## config.mk

```make
export PLATFORM = sky130hd
export DESIGN_NAME = mask_diagonal_region_direction_vote_top
export DESIGN_NICKNAME = d
export VERILOG_FILES = /design/src/design/mdv_pkg.sv /design/src/design/mdv_front.sv /design/src/design/mdv_queue.sv /design/src/design/mdv_back.sv /design/src/design/mask_diagonal_region_direction_vote_top.sv
export SDC_FILE = /design/constraint.sdc
export NUM_CORES = 2
export LEC_CHECK = 0
export BUFFER_PORTS_ARGS = -buffer_cell sky130_fd_sc_hd__buf_4
export CAP_MARGIN = 20
export CORE_MARGIN = 2
export CORE_UTILIZATION = 50
export DETAILED_ROUTE_END_ITERATION = 10
export PLACE_DENSITY_LB_ADDON = 0.1
export SLEW_MARGIN = 30
export SYNTH_ARGS = -nofsm -noshare
export SYNTH_HDL_FRONTEND = slang
export SYNTH_SLANG_ARGS = --single-unit
export TNS_END_PERCENT = 20
```

## constraint.sdc

```tcl
create_clock -name aclk -period 7.5 [get_ports aclk]
set_input_delay 0.375 -clock aclk [delete_from_list [all_inputs] [get_ports aclk]]
set_output_delay 0.375 -clock aclk [all_outputs]
set_load 0.1 [all_outputs]
```

## src/design/mdv_pkg.sv

```systemverilog
package mdv_pkg;

    localparam int DEF_MAX_ROWS = 1024;
    localparam int DEF_MAX_COLS = 1024;

    // configuration port
    localparam int CFG_W     = 11;
    localparam int CFG_IDX_W = 1;
    localparam logic [CFG_IDX_W-1:0] REG_FRAME_ROWS = 1'd0;
    localparam logic [CFG_IDX_W-1:0] REG_FRAME_COLS = 1'd1;
    localparam logic [CFG_W-1:0] FRAME_ROWS_RST = 11'd12;
    localparam logic [CFG_W-1:0] FRAME_COLS_RST = 11'd16;

    // region counters
    localparam int NUM_REGIONS = 4;
    localparam int CNT_W       = 21;
    localparam logic [CNT_W-1:0] CNT_MAX = {CNT_W{1'b1}};

    // vote thresholds: max >= area/VOTE_MIN_DIV, max-min >= area/VOTE_SPREAD_DIV
    localparam int VOTE_MIN_DIV    = 20;
    localparam int VOTE_SPREAD_DIV = 10;

    localparam int DIR_W = 3;

    // region of a pixel and voted direction share one code
    typedef enum logic [DIR_W-1:0] {
        DIR_NONE  = 3'd0,
        DIR_LEFT  = 3'd1,
        DIR_UP    = 3'd2,
        DIR_RIGHT = 3'd3,
        DIR_DOWN  = 3'd4
    } dir_t;

    // queue between front and back
    localparam int QUEUE_DEPTH = 4;
    localparam int QPTR_W      = $clog2(QUEUE_DEPTH);
    localparam int QCNT_W      = $clog2(QUEUE_DEPTH + 1);

    typedef struct packed {
        dir_t region;
        logic start;
        logic last;
    } q_entry_t;

    typedef struct packed {
        logic     valid;
        q_entry_t entry;
    } q_push_t;

    typedef struct packed {
        logic     valid;
        q_entry_t entry;
    } q_head_t;

    typedef struct packed {
        logic [QCNT_W-1:0] count;
    } q_level_t;

    typedef enum logic [1:0] {
        BK_RUN,
        BK_SCAN,
        BK_DECIDE
    } bk_state_t;

endpackage

```

## src/design/mdv_front.sv

```systemverilog
module mdv_front #(
    parameter int MAX_ROWS = mdv_pkg::DEF_MAX_ROWS,
    parameter int MAX_COLS = mdv_pkg::DEF_MAX_COLS,
    localparam int AW = $clog2(MAX_ROWS * MAX_COLS + 1)
) (
    input  logic                          aclk,
    input  logic                          aresetn,
    input  logic                          s_valid,
    output logic                          s_ready,
    input  logic                          s_pixel_on,
    input  logic                          s_frame_start,
    input  logic                          cfg_wr_en,
    input  logic [mdv_pkg::CFG_IDX_W-1:0] cfg_index,
    input  logic [mdv_pkg::CFG_W-1:0]     cfg_wdata,
    input  mdv_pkg::q_level_t             q_level,
    output mdv_pkg::q_push_t              push,
    output logic [AW-1:0]                 area
);
    import mdv_pkg::*;

    localparam int RW  = $clog2(MAX_ROWS + 1);
    localparam int CW  = $clog2(MAX_COLS + 1);
    localparam int PRW = $clog2(MAX_ROWS);
    localparam int PCW = $clog2(MAX_COLS);
    localparam int SW  = AW + 2;
    localparam int IFW = QCNT_W + 1;

    logic [CFG_W-1:0] frame_rows_reg, frame_cols_reg;
    logic [RW-1:0]    rows_eff;
    logic [CW-1:0]    cols_eff;
    logic [RW+CW-1:0] area_full;
    logic [AW-1:0]    area_reg;

    logic [PRW-1:0] row_reg, row_next, cur_i;
    logic [PCW-1:0] col_reg, col_next, cur_j;
    logic           col_end, row_end, frame_end, accept;

    // stage A: position of the accepted word
    logic           va_reg, a_on_reg, a_start_reg, a_last_reg;
    logic [PRW-1:0] a_i_reg;
    logic [PCW-1:0] a_j_reg;

    // stage B: cross products
    logic            vb_reg, b_on_reg, b_start_reg, b_last_reg;
    logic [AW-1:0]   b_rj_reg, b_ic_reg;
    logic [RW+PCW-1:0] rj_full;
    logic [PRW+CW-1:0] ic_full;

    logic signed [SW-1:0] rj_s, ic_s, cols_s, area_s, y_s;
    logic gt_d, lt_d, gt_e, lt_e;
    dir_t region;
    logic [IFW-1:0] inflight;

    // clamp sizes to 1..MAX
    assign rows_eff = (frame_rows_reg == '0) ? RW'(1) :
                      ((32'(frame_rows_reg) > 32'(MAX_ROWS)) ? RW'(MAX_ROWS) :
                       RW'(frame_rows_reg));
    assign cols_eff = (frame_cols_reg == '0) ? CW'(1) :
                      ((32'(frame_cols_reg) > 32'(MAX_COLS)) ? CW'(MAX_COLS) :
                       CW'(frame_cols_reg));
    assign area_full = rows_eff * cols_eff;
    assign area      = area_reg;

    always_ff @(posedge aclk) begin
        if (!aresetn) begin
            frame_rows_reg <= FRAME_ROWS_RST;
            frame_cols_reg <= FRAME_COLS_RST;
        end else if (cfg_wr_en) begin
            case (cfg_index)
                REG_FRAME_ROWS: frame_rows_reg <= cfg_wdata;
                REG_FRAME_COLS: frame_cols_reg <= cfg_wdata;
                default: ;
            endcase
        end
    end

    always_ff @(posedge aclk) begin
        area_reg <= AW'(area_full);
    end

    // reserve a queue slot for every word in flight
    assign inflight = IFW'(q_level.count) + IFW'(va_reg) + IFW'(vb_reg);
    assign s_ready  = inflight < IFW'(QUEUE_DEPTH);
    assign accept   = s_valid && s_ready;

    // frame start restarts the position before this word is placed
    assign cur_i     = s_frame_start ? '0 : row_reg;
    assign cur_j     = s_frame_start ? '0 : col_reg;
    assign col_end   = (CW'(cur_j) + CW'(1)) >= cols_eff;
    assign row_end   = (RW'(cur_i) + RW'(1)) >= rows_eff;
    assign frame_end = col_end && row_end;

    always_comb begin
        row_next = row_reg;
        col_next = col_reg;
        if (accept) begin
            if (frame_end) begin
                row_next = '0;
                col_next = '0;
            end else if (col_end) begin
                row_next = cur_i + PRW'(1);
                col_next = '0;
            end else begin
                row_next = cur_i;
                col_next = cur_j + PCW'(1);
            end
        end
    end

    always_ff @(posedge aclk) begin
        if (!aresetn) begin
            row_reg <= '0;
            col_reg <= '0;
            va_reg  <= 1'b0;
            vb_reg  <= 1'b0;
        end else begin
            row_reg <= row_next;
            col_reg <= col_next;
            va_reg  <= accept;
            vb_reg  <= va_reg;
        end
    end

    assign rj_full = rows_eff * a_j_reg;
    assign ic_full = a_i_reg * cols_eff;

    always_ff @(posedge aclk) begin
        a_i_reg     <= cur_i;
        a_j_reg     <= cur_j;
        a_on_reg    <= s_pixel_on;
        a_start_reg <= s_frame_start;
        a_last_reg  <= frame_end;
        b_rj_reg    <= AW'(rj_full);
        b_ic_reg    <= AW'(ic_full);
        b_on_reg    <= a_on_reg;
        b_start_reg <= a_start_reg;
        b_last_reg  <= a_last_reg;
    end

    // i vs d = floor(rows*j/cols) and e = rows-d, decided without a divider:
    // i > d <=> i*cols > rows*j, i < d <=> (i+1)*cols <= rows*j,
    // i > e <=> (rows-i+1)*cols <= rows*j, i < e <=> (rows-i)*cols > rows*j
    assign rj_s   = signed'(SW'(b_rj_reg));
    assign ic_s   = signed'(SW'(b_ic_reg));
    assign cols_s = signed'(SW'(cols_eff));
    assign area_s = signed'(SW'(area_reg));
    assign y_s    = area_s - ic_s;
    assign gt_d   = ic_s > rj_s;
    assign lt_d   = (ic_s + cols_s) <= rj_s;
    assign gt_e   = (y_s + cols_s) <= rj_s;
    assign lt_e   = y_s > rj_s;

    always_comb begin
        region = DIR_NONE;
        if (b_on_reg) begin
            if (gt_d && gt_e) begin
                region = DIR_DOWN;
            end else if (lt_d && gt_e) begin
                region = DIR_RIGHT;
            end else if (lt_d && lt_e) begin
                region = DIR_UP;
            end else if (gt_d && lt_e) begin
                region = DIR_LEFT;
            end
        end
    end

    assign push.valid        = vb_reg;
    assign push.entry.region = region;
    assign push.entry.start  = b_start_reg;
    assign push.entry.last   = b_last_reg;

endmodule

```

## src/design/mdv_queue.sv

```systemverilog
module mdv_queue (
    input  logic              aclk,
    input  logic              aresetn,
    input  mdv_pkg::q_push_t  push,
    input  logic              pop,
    output mdv_pkg::q_head_t  head,
    output mdv_pkg::q_level_t level
);
    import mdv_pkg::*;

    q_entry_t          slot_reg [QUEUE_DEPTH];
    logic [QPTR_W-1:0] wr_ptr_reg, rd_ptr_reg;
    logic [QCNT_W-1:0] count_reg, count_next;

    always_comb begin
        count_next = count_reg;
        if (push.valid && !pop) begin
            count_next = count_reg + QCNT_W'(1);
        end else if (pop && !push.valid) begin
            count_next = count_reg - QCNT_W'(1);
        end
    end

    always_ff @(posedge aclk) begin
        if (push.valid) begin
            slot_reg[wr_ptr_reg] <= push.entry;
        end
    end

    always_ff @(posedge aclk) begin
        if (!aresetn) begin
            wr_ptr_reg <= '0;
            rd_ptr_reg <= '0;
            count_reg  <= '0;
        end else begin
            if (push.valid) begin
                wr_ptr_reg <= wr_ptr_reg + QPTR_W'(1);
            end
            if (pop) begin
                rd_ptr_reg <= rd_ptr_reg + QPTR_W'(1);
            end
            count_reg <= count_next;
        end
    end

    assign head.valid  = count_reg != '0;
    assign head.entry  = slot_reg[rd_ptr_reg];
    assign level.count = count_reg;

    a_no_overflow: assert property (@(posedge aclk) disable iff (!aresetn)
        push.valid |-> (count_reg < QCNT_W'(QUEUE_DEPTH)) || pop)
        else $error("queue push while full");

    a_no_underflow: assert property (@(posedge aclk) disable iff (!aresetn)
        pop |-> count_reg != '0)
        else $error("queue pop while empty");

    a_ptr_gap: assert property (@(posedge aclk) disable iff (!aresetn)
        (count_reg != '0 && count_reg != QCNT_W'(QUEUE_DEPTH)) |->
            wr_ptr_reg != rd_ptr_reg)
        else $error("queue pointers disagree with fill level");

endmodule

```

## src/design/mdv_back.sv

```systemverilog
module mdv_back #(
    parameter int MAX_ROWS = mdv_pkg::DEF_MAX_ROWS,
    parameter int MAX_COLS = mdv_pkg::DEF_MAX_COLS,
    localparam int AW = $clog2(MAX_ROWS * MAX_COLS + 1)
) (
    input  logic                      aclk,
    input  logic                      aresetn,
    input  mdv_pkg::q_head_t          head,
    output logic                      pop,
    input  logic [AW-1:0]             area,
    output logic                      m_valid,
    input  logic                      m_ready,
    output logic [mdv_pkg::DIR_W-1:0] m_direction
);
    import mdv_pkg::*;

    localparam int TW = (AW > CNT_W + 6) ? AW : CNT_W + 6;

    bk_state_t state_reg, state_next;
    logic      scan_en, decide_fire, out_free;

    logic [CNT_W-1:0] counts_reg [NUM_REGIONS];
    logic [CNT_W-1:0] counts_next [NUM_REGIONS];
    logic [1:0]       bump_idx;
    logic             bump_en;

    logic [CNT_W-1:0] mx, mn, mx_reg, mn_reg;
    dir_t             dir, dir_reg, voted;
    logic [TW-1:0]    mx_p1, spread_p1;
    logic             lo_ok, hi_ok;

    logic m_valid_reg;
    dir_t m_dir_reg;

    assign out_free = !m_valid_reg || m_ready;

    always_comb begin
        state_next = state_reg;
        case (state_reg)
            BK_RUN: begin
                if (head.valid && head.entry.last) begin
                    state_next = BK_SCAN;
                end
            end
            BK_SCAN: state_next = BK_DECIDE;
            BK_DECIDE: begin
                if (out_free) begin
                    state_next = BK_RUN;
                end
            end
            default: state_next = BK_RUN;
        endcase
    end

    always_comb begin
        pop         = 1'b0;
        scan_en     = 1'b0;
        decide_fire = 1'b0;
        case (state_reg)
            BK_RUN:    pop         = head.valid;
            BK_SCAN:   scan_en     = 1'b1;
            BK_DECIDE: decide_fire = out_free;
            default: ;
        endcase
    end

    always_comb begin
        bump_idx = 2'd0;
        bump_en  = 1'b0;
        case (head.entry.region)
            DIR_LEFT: begin
                bump_idx = 2'd0;
                bump_en  = 1'b1;
            end
            DIR_UP: begin
                bump_idx = 2'd1;
                bump_en  = 1'b1;
            end
            DIR_RIGHT: begin
                bump_idx = 2'd2;
                bump_en  = 1'b1;
            end
            DIR_DOWN: begin
                bump_idx = 2'd3;
                bump_en  = 1'b1;
            end
            default: ;
        endcase
    end

    // frame start clears before the word counts; saturate at the top
    always_comb begin
        counts_next = counts_reg;
        if (pop) begin
            if (head.entry.start) begin
                for (int k = 0; k < NUM_REGIONS; k++) begin
                    counts_next[k] = '0;
                end
            end
            if (bump_en && counts_next[bump_idx] != CNT_MAX) begin
                counts_next[bump_idx] = counts_next[bump_idx] + CNT_W'(1);
            end
        end else if (decide_fire) begin
            for (int k = 0; k < NUM_REGIONS; k++) begin
                counts_next[k] = '0;
            end
        end
    end

    // largest count, earlier region wins a tie
    always_comb begin
        mx  = counts_reg[0];
        mn  = counts_reg[0];
        dir = DIR_LEFT;
        for (int k = 1; k < NUM_REGIONS; k++) begin
            if (counts_reg[k] > mx) begin
                mx  = counts_reg[k];
                dir = dir_t'(DIR_W'(k + 1));
            end
            if (counts_reg[k] < mn) begin
                mn = counts_reg[k];
            end
        end
    end

    // x >= floor(A/n) <=> n*(x+1) > A
    assign mx_p1     = TW'(mx_reg) + TW'(1);
    assign spread_p1 = TW'(mx_reg - mn_reg) + TW'(1);
    assign lo_ok     = (mx_p1 * TW'(VOTE_MIN_DIV)) > TW'(area);
    assign hi_ok     = (spread_p1 * TW'(VOTE_SPREAD_DIV)) > TW'(area);
    assign voted     = (lo_ok && hi_ok) ? dir_reg : DIR_NONE;

    always_ff @(posedge aclk) begin
        if (!aresetn) begin
            state_reg   <= BK_RUN;
            m_valid_reg <= 1'b0;
            for (int k = 0; k < NUM_REGIONS; k++) begin
                counts_reg[k] <= '0;
            end
        end else begin
            state_reg  <= state_next;
            counts_reg <= counts_next;
            if (decide_fire) begin
                m_valid_reg <= 1'b1;
            end else if (m_ready) begin
                m_valid_reg <= 1'b0;
            end
        end
    end

    always_ff @(posedge aclk) begin
        if (scan_en) begin
            mx_reg  <= mx;
            mn_reg  <= mn;
            dir_reg <= dir;
        end
        if (decide_fire) begin
            m_dir_reg <= voted;
        end
    end

    assign m_valid     = m_valid_reg;
    assign m_direction = m_dir_reg;

    a_last_to_scan: assert property (@(posedge aclk) disable iff (!aresetn)
        (pop && head.entry.last) |=> state_reg == BK_SCAN)
        else $error("last word did not start the vote");

    a_result_from_decide: assert property (@(posedge aclk) disable iff (!aresetn)
        $rose(m_valid_reg) |-> $past(state_reg == BK_DECIDE))
        else $error("result raised outside the decide step");

    a_hold_during_vote: assert property (@(posedge aclk) disable iff (!aresetn)
        (state_reg != BK_RUN) |-> !pop)
        else $error("queue popped while voting");

endmodule

```

## src/design/mask_diagonal_region_direction_vote_top.sv

```systemverilog
// Result path: the last pixel word of a frame passes stages A and B and the queue, then the
//   back end pops it, scans, decides and raises m_valid once the result register is free.
// Throughput: one pixel word per cycle within a frame while the queue has room, set by the
//   back end's single counter update; each frame adds the back end's scan and decide states,
//   which pop nothing, so a sustained stream stalls the input at each frame end.
// Reset: aresetn, synchronous, active low, clears position, counts, pipeline and queue,
//   and loads frame_rows = 12, frame_cols = 16.
module mask_diagonal_region_direction_vote_top #(
    parameter int MAX_ROWS = mdv_pkg::DEF_MAX_ROWS,
    parameter int MAX_COLS = mdv_pkg::DEF_MAX_COLS
) (
    input  logic                          aclk,
    input  logic                          aresetn,
    input  logic                          s_valid,
    output logic                          s_ready,
    input  logic                          s_pixel_on,
    input  logic                          s_frame_start,
    output logic                          m_valid,
    input  logic                          m_ready,
    output logic [mdv_pkg::DIR_W-1:0]     m_direction,
    input  logic                          cfg_wr_en,
    input  logic [mdv_pkg::CFG_IDX_W-1:0] cfg_index,
    input  logic [mdv_pkg::CFG_W-1:0]     cfg_wdata
);
    import mdv_pkg::*;

    localparam int AW = $clog2(MAX_ROWS * MAX_COLS + 1);

    q_push_t       push;
    q_head_t       head;
    q_level_t      level;
    logic          pop;
    logic [AW-1:0] area;

    mdv_front #(
        .MAX_ROWS (MAX_ROWS),
        .MAX_COLS (MAX_COLS)
    ) u_front (
        .aclk          (aclk),
        .aresetn       (aresetn),
        .s_valid       (s_valid),
        .s_ready       (s_ready),
        .s_pixel_on    (s_pixel_on),
        .s_frame_start (s_frame_start),
        .cfg_wr_en     (cfg_wr_en),
        .cfg_index     (cfg_index),
        .cfg_wdata     (cfg_wdata),
        .q_level       (level),
        .push          (push),
        .area          (area)
    );

    mdv_queue u_queue (
        .aclk    (aclk),
        .aresetn (aresetn),
        .push    (push),
        .pop     (pop),
        .head    (head),
        .level   (level)
    );

    mdv_back #(
        .MAX_ROWS (MAX_ROWS),
        .MAX_COLS (MAX_COLS)
    ) u_back (
        .aclk        (aclk),
        .aresetn     (aresetn),
        .head        (head),
        .pop         (pop),
        .area        (area),
        .m_valid     (m_valid),
        .m_ready     (m_ready),
        .m_direction (m_direction)
    );

endmodule

```

Yosys cells after proc, flatten, opt, wreduce, memory -nomap -nowiden

Memories as Yosys holds them, arrays and structs flattened. A register that Yosys moved wholly into a read port is not among the register bits.
Index checks and enable logic that the tools add are counted.

Flip-flop bits (word level): 275
Bits in latches: 0
Memory bits (writable): 20
ROM bits: 0
Input bits: 19
Output and inout bits: 5
Logic and storage cells: 160
Memories: 1

$add $sub $neg: 17
$mul: 5
Div/mod/pow operators: 0
Magnitude comparators: 19
Equal/unequal tests: 9
Shift operators: 0
Multiplexer cells: 50
Bitwise operators: 2
Reduce and logical (&&, ||, !) cells: 27

Memory list:

| memory           | depth | width | rd ports | clocked after Yosys merged registers in | write ports | RTL line        | source |
|---|---|---|---|---|---|---|---|
| u_queue.slot_reg | 4     | 5     | 1        | 1                                       | 1           | mdv_queue.sv:11 | `q_entry_t slot_reg [QUEUE_DEPTH];` |

Operators with widths:

| cell                    | count |
|---|---|
| $mux W84                | 5 |
| $mux W21                | 9 |
| $bwmux W84              | 1 |
| $gt A21 B21 Y1          | 4 |
| $lt A21 B21 Y1          | 3 |
| $mux W10                | 6 |
| $gt A27 B21 Y1          | 2 |
| $le A23 B22 Y1          | 2 |
| $mux W11                | 4 |
| $sub A21 B21 Y22        | 2 |
| $bmux W21 S2            | 1 |
| $demux W21 S2           | 1 |
| $add A27 B1 Y27 const B | 1 |
| $mul A27 B3 Y25 const B | 1 |
| $mul A27 B3 Y26 const B | 1 |
| $add A23 B12 Y23        | 1 |
| $gt A23 B22 Y1          | 1 |
| $add A10 B1 Y11 const B | 2 |
| $add A21 B1 Y22 const B | 1 |
| $add A21 B11 Y22        | 1 |
| $ge A11 B11 Y1          | 2 |
| $gt A11 B11 Y1 const B  | 2 |
| $logic_not A11 Y1       | 2 |
| $add A21 B1 Y21 const B | 1 |
| other kinds (33)        | 73 |

Depth between registers and ports, before layout

Depth after elaboration: 10
Gate-level depth with buffers: 39
Depth with buffers taken out: 35

Cells and area by module

From an unflattened synthesis, not the netlist that was laid out.

Cells, all modules: 4323
Area total of the unflattened synthesis: 36663.9 µm²

Modules (own cells, without submodules):

| module    | times used | cells each | area an instance (µm²) | seq. area each (µm²) |
|---|---|---|---|---|
| mdv_front | 1          | 2414       | 20387.1                | 2662.6 |
| mdv_back  | 1          | 1841       | 15113.2                | 3183.1 |
| mdv_queue | 1          | 68         | 1163.6                 | 780.7 |

Worst setup path after synthesis

No wires, ideal clock.

Kind: register -> register
From: register u_back.counts_reg[66] in the netlist's numbering
To: register u_back.mx_reg[10], data pin
Arrival: 7.486 ns
Required time: 7.240 ns
Setup slack: -0.246 ns
Stages on the path, launching flop included: 37
Buffers on the path: 5
Period minus slack after synthesis: 7.746 ns
Cell sequence: dfxtp_1 > inv_1 > ha_1 > a21o_1 > a21oi_1 > o21ai_0 > a221oi_1 > o21ai_0 > a21oi_1 > a31o_2 > clkbuf_1 > clkbuf_1 > mux2i_1 > ha_1 > a21o_1 > a21oi_1 > o21ai_0 > a21o_1 > a211o_1 > a31oi_1 > a21o_1 > clkbuf_1 > buf_1 > mux2i_1 > inv_1 > ha_1 > nor2b_1 > o21a_1 > o21a_1 > o21a_1 > o21a_1 > o21a_1 > o21bai_1 > a31o_2 > a21o_1 > clkbuf_1 > mux2_2

Cells in the longest elaborated chain, start to end: 6

RTL lines:

| what                   | RTL line        | source |
|---|---|---|
| from (decl)            | mdv_back.sv:22  | `logic [CNT_W-1:0] counts_reg [NUM_REGIONS];` |
| from (signal assigned) | mdv_back.sv:142 | `counts_reg <= counts_next;` |
| $gt A21 B21 Y1         | mdv_back.sv:116 | `if (counts_reg[k] > mx) begin` |
| $mux W21 *             | mdv_back.sv:116 |  |
| $gt A21 B21 Y1         | mdv_back.sv:116 |  |
| $mux W21 *             | mdv_back.sv:116 |  |
| $gt A21 B21 Y1         | mdv_back.sv:116 |  |
| $mux W21 *             | mdv_back.sv:116 |  |
| net u_back.mx[10]      | mdv_back.sv:27  | `logic [CNT_W-1:0] mx, mn, mx_reg, mn_reg;` |
| to (signal assigned)   | mdv_back.sv:153 | `mx_reg <= mx;` |
| to (decl)              | mdv_back.sv:27  |  |

The timed path passes the listed nets; every way through them passes the cells marked *.
A chain may end at the register's enable or synchronous reset.

Worst setup path in the final report

From: register u_back.counts_reg[66] in the netlist's numbering
To: register u_back.mn_reg[18], data pin

Cells in the longest elaborated chain, start to end: 6

RTL lines:

| what                 | RTL line        | source |
|---|---|---|
| $lt A21 B21 Y1       | mdv_back.sv:120 | `if (counts_reg[k] < mn) begin` |
| $mux W21 *           | mdv_back.sv:120 |  |
| $lt A21 B21 Y1       | mdv_back.sv:120 |  |
| $mux W21 *           | mdv_back.sv:120 |  |
| $lt A21 B21 Y1       | mdv_back.sv:120 |  |
| $mux W21 *           | mdv_back.sv:120 |  |
| net u_back.mn[18]    | mdv_back.sv:27  |  |
| to (signal assigned) | mdv_back.sv:154 | `mn_reg <= mn;` |
| to (decl)            | mdv_back.sv:27  |  |

Marked as above.

==> parameters.txt <==
Parameter                              Value

Run status
  Status ... finished, final reports clean

Timing
  Worst setup skew after layout ... between 0.03 and 0.04 ns
  Final Critical Period ... ~7 ns
  Max-Slew Margin vs Limit ... 0.3849
  Final setup vio count ... 0
  Worst slack on hold paths ... 0.04320 ns
  Transition at the pin with the smallest max-transition slack ... ~0.92 ns
  Final Hold Vio Count ... 0
  Setup slack after layout ... ~0.38 ns
  Share of the clock period used by the worst path ... 0.9495
  Number of max-slew violations in the final report ... 0
  Highest attainable clock frequency ... roughly 140 MHz

Clocking
  Insertion delay of the later-clocked pin in the worst-skew pair ... 0.57 ns
  Sink Count ... slightly below 300
  Number of H-tree levels ... 2
  CTS Buf Count ... 38
  Clock buffer depth ... 3
  Clock transition at path regs ... about 0.060 ns
  TritonCTS clock tree ... yes
  Cell chosen for the clock root ... clkbuf_16

Drt
  Violation count after the first detailed-routing iteration ... between 2000 and 2500
  Routed wirelength normalized by instance count ... ~19 um
  Routed vias ... ~29000
  DRC violation count after routing ... 0
  Total Routed Length ... 98070 um
  Length of the first detailed-routing pass in iterations ... 5
  Via density ... around 5.6
  Remaining antenna violation count after routing ... 0

Yosys
  Mapped Nets ... between 4000 and 5000
  Sequential fraction of the synthesis area ... 0.1878
  Post-Syn Area per Cell ... 8.572 um2
  Share of flip-flops with an asynchronous set or reset ... 0
  Ys Warns ... 0
  Main synth FF type ... dfxtp_1
  Number of enable flip-flop cells after synthesis ... 68
  Library cells used by synthesis ... 92
  Main area contributors after synthesis ... ha_1 (20%), dfxtp_1 (13%), fa_1 (13%)
  Area of the mapped netlist ... around 35000 um2
  Flop and latch count out of synthesis ... approximately 300
  Share of Yosys cell area claimed by the top area cell type ... 0.2043
  Biggest area consumer among synthesized cells ... ha_1
  Gate Count Post-Synth ... 4116

Floorplan
  Die span in x ... around 270 um
  Rows ... between 90 and 100
  Std-Cell Core Area ... ~70000 um2
  Height of the chip ... roughly 270 um
  Area of the die ... around 73000 um2
  Initial Utilization ... 0.5047
  I/O pin total ... 24

GRT
  Overflow left after global routing ... 0
  Global-route usage over all layers ... 0.2670
  Antenna violations before repair ... 0
  Number of global-route vias before repair ... between 20000 and 30000
  First-pass GRT wire length ... roughly 160000 um
  Largest net degree at the start of global routing ... 46

Final layout
  Proportion of layout cells with a drive suffix above 1 ... 0.06414
  Post-route design area ... around 38000 um2
  Filler cell count ... between 6000 and 7000
  Layout overhead on the synthesized area ... 7.926%
  Max reg flops ... between 80 and 90
  Antenna diode instance count ... 0
  Nets ... between 4000 and 5000

Setup path
  Combined buffer and inverter count along the critical path ... 7
  Critical path's top delay family ... compound AO/OA/AOI/OAI gates
  Kind of launch point of the worst setup path ... flop
  Classification of the worst setup path ... reg -> reg
  Top cell by count, worst path ... a21oi_1
  CP required ... a little under 8 ns
  Cell with the biggest individual delay on the critical path ... a2111oi_1
  Crit path capture type ... flop
  Critical path data arrival time ... ~7.4 ns
  CP max stage delay ... around 0.43 ns
  CP Max Fanout ... 20

Power and ir drop
  PD cells ... 295.5 nW/um2
  Leakage power of the design ... 18.07 nW
  Tot Pwr ... roughly 11 mW
  Worst vdd rail ir drop ... 0.2875 mV

Flow run
  Max-cap viol count ... 0

Place
  DP HPWL ... 78490 um
  Placed cell area ... about 37000 um2
  Worst Setup Slack post-DPL ... just under 0.08 ns
  Final weighted congestion of routability-driven global placement ... about 0.94
  Count of input and output buffers ... 23

Hold path
  Path class of the lowest-slack min-delay path ... in -> reg
## tightest hold or removal path: stages
cell and delay, ns:
buf_4 0.09, nand2_1 0.04, nand3_1 0.06
## cell usage after synthesis, types with 38 or more instances
cell type	instances
o21a_1	67
ha_1	576
nand2b_1	38
nor2_1	287
nand3_1	82
mux2i_1	85
dfxtp_1	229
o21ai_0	166
edfxtp_1	68
mux2_2	44
nand4_1	54
xor2_1	61
fa_1	226
nor3_1	65
clkbuf_1	103
nor2b_1	93
and2_1	117
inv_1	485
nand2_1	439
a21o_1	74
xnor2_1	155
a21oi_1	200
## report_power, final
part | internal [mW] | switching [mW]
Combinational | 3.12 | 4.29
Clock | 1.15 | 0.766
Sequential | 1.80 | 0.131
## area by class of cell
| type | count | area (um2) | area share |
|---|---|---|---|
| sequential | 297 | 6628 | 0.1740 |
| multi-input combinational | 3201 | 26430 | 0.6940 |
| tap | 940 | 1176 | 0.03089 |
| timing repair buffer | 88 | 704.4 | 0.01850 |
| clock inverter | 22 | 281.5 | 0.007393 |
| inverter | 492 | 1847 | 0.04850 |
| clock buffer | 47 | 1016 | 0.02668 |
## layer usage
| layer | up-vias | wire length (um) | GRT usage | part of all wire |
|---|---|---|---|---|
| li1 | 14147 | - | - | - |
| met1 | 13579 | 48520 | 0.3967 | 0.49 |
| met2 | 830 | 40010 | 0.3922 | 0.41 |
| met3 | 130 | 7518 | 0.05985 | 0.077 |
| met4 | 0 | 2015 | 0.05965 | 0.021 |
| met5 | - | 0 | 0 | 0 |
## logic make-up (layout without fill, tap and decap cells)
logic type	count (synthesis)	count (layout)	share of synthesized area
AND/OR/NAND/NOR	1289	1289	0.1751
adder cells (fa/ha/maj)	802	802	0.3325
AO/OA/AOI/OAI	760	760	0.1425
buffers and inverters	618	649	0.06720
flip-flops	297	297	0.1878
XOR/XNOR	216	216	0.05362
multiplexers	134	134	0.04135
## what timing repair did
item / 4_1_cts / 5_1_grt
hold buffers: 1 / 0
setup endpoints to repair: 0 / 47
resized for setup: 0 / 29
buffers inserted: 0 / 2
hold endpoints to repair: 1 / 0
## metrics by stage
stage | TNS [ns] | instances | util
2_1_floorplan | 0 | 4116 | -
3_3_place_gp | 0 | 5015 | 0.5239
3_5_place_dp | 0 | 5015 | 0.5243
4_1_cts | 0 | 5085 | 0.5430
5_1_grt | -1.827 | 5087 | 0.5447
6_report | 0 | 5087 | 0.5447
## cells in the final DEF, fill, tap and decap left out, drive strengths merged, types with 15 or more instances in the layout
cell / count
nand4: 55
edfxtp: 68
a211oi: 22
o21ai: 173
dfxtp: 229
ha: 576
a21oi: 200
a21o: 74
nand2b: 40
nand3: 82
clkinv: 19
o211ai: 15
nor2b: 94
and3: 26
buf: 87
o21a: 67
xnor2: 155
fa: 226
mux2: 44
nor3: 68
o21bai: 19
a221oi: 22
xor2: 61
nor2: 288
and2: 117
a22o: 32
clkbuf: 47
inv: 489
nand2: 440
mux2i: 85
nor4: 23
## worst paths after layout
check | from | end | slack (ns) | cells after the start
min reg2reg | u_front.a_on_reg | u_front.b_on_reg | 0.33 | 0
max | u_back.counts_reg[66] | u_back.mn_reg[18] | 0.38 | 37
max reg2reg | u_back.counts_reg[66] | u_back.mn_reg[18] | 0.38 | 37
min | cfg_wdata[2] | u_front.frame_rows_reg[2] | 0.04 | 3
(Power assumes the default switching activity.)
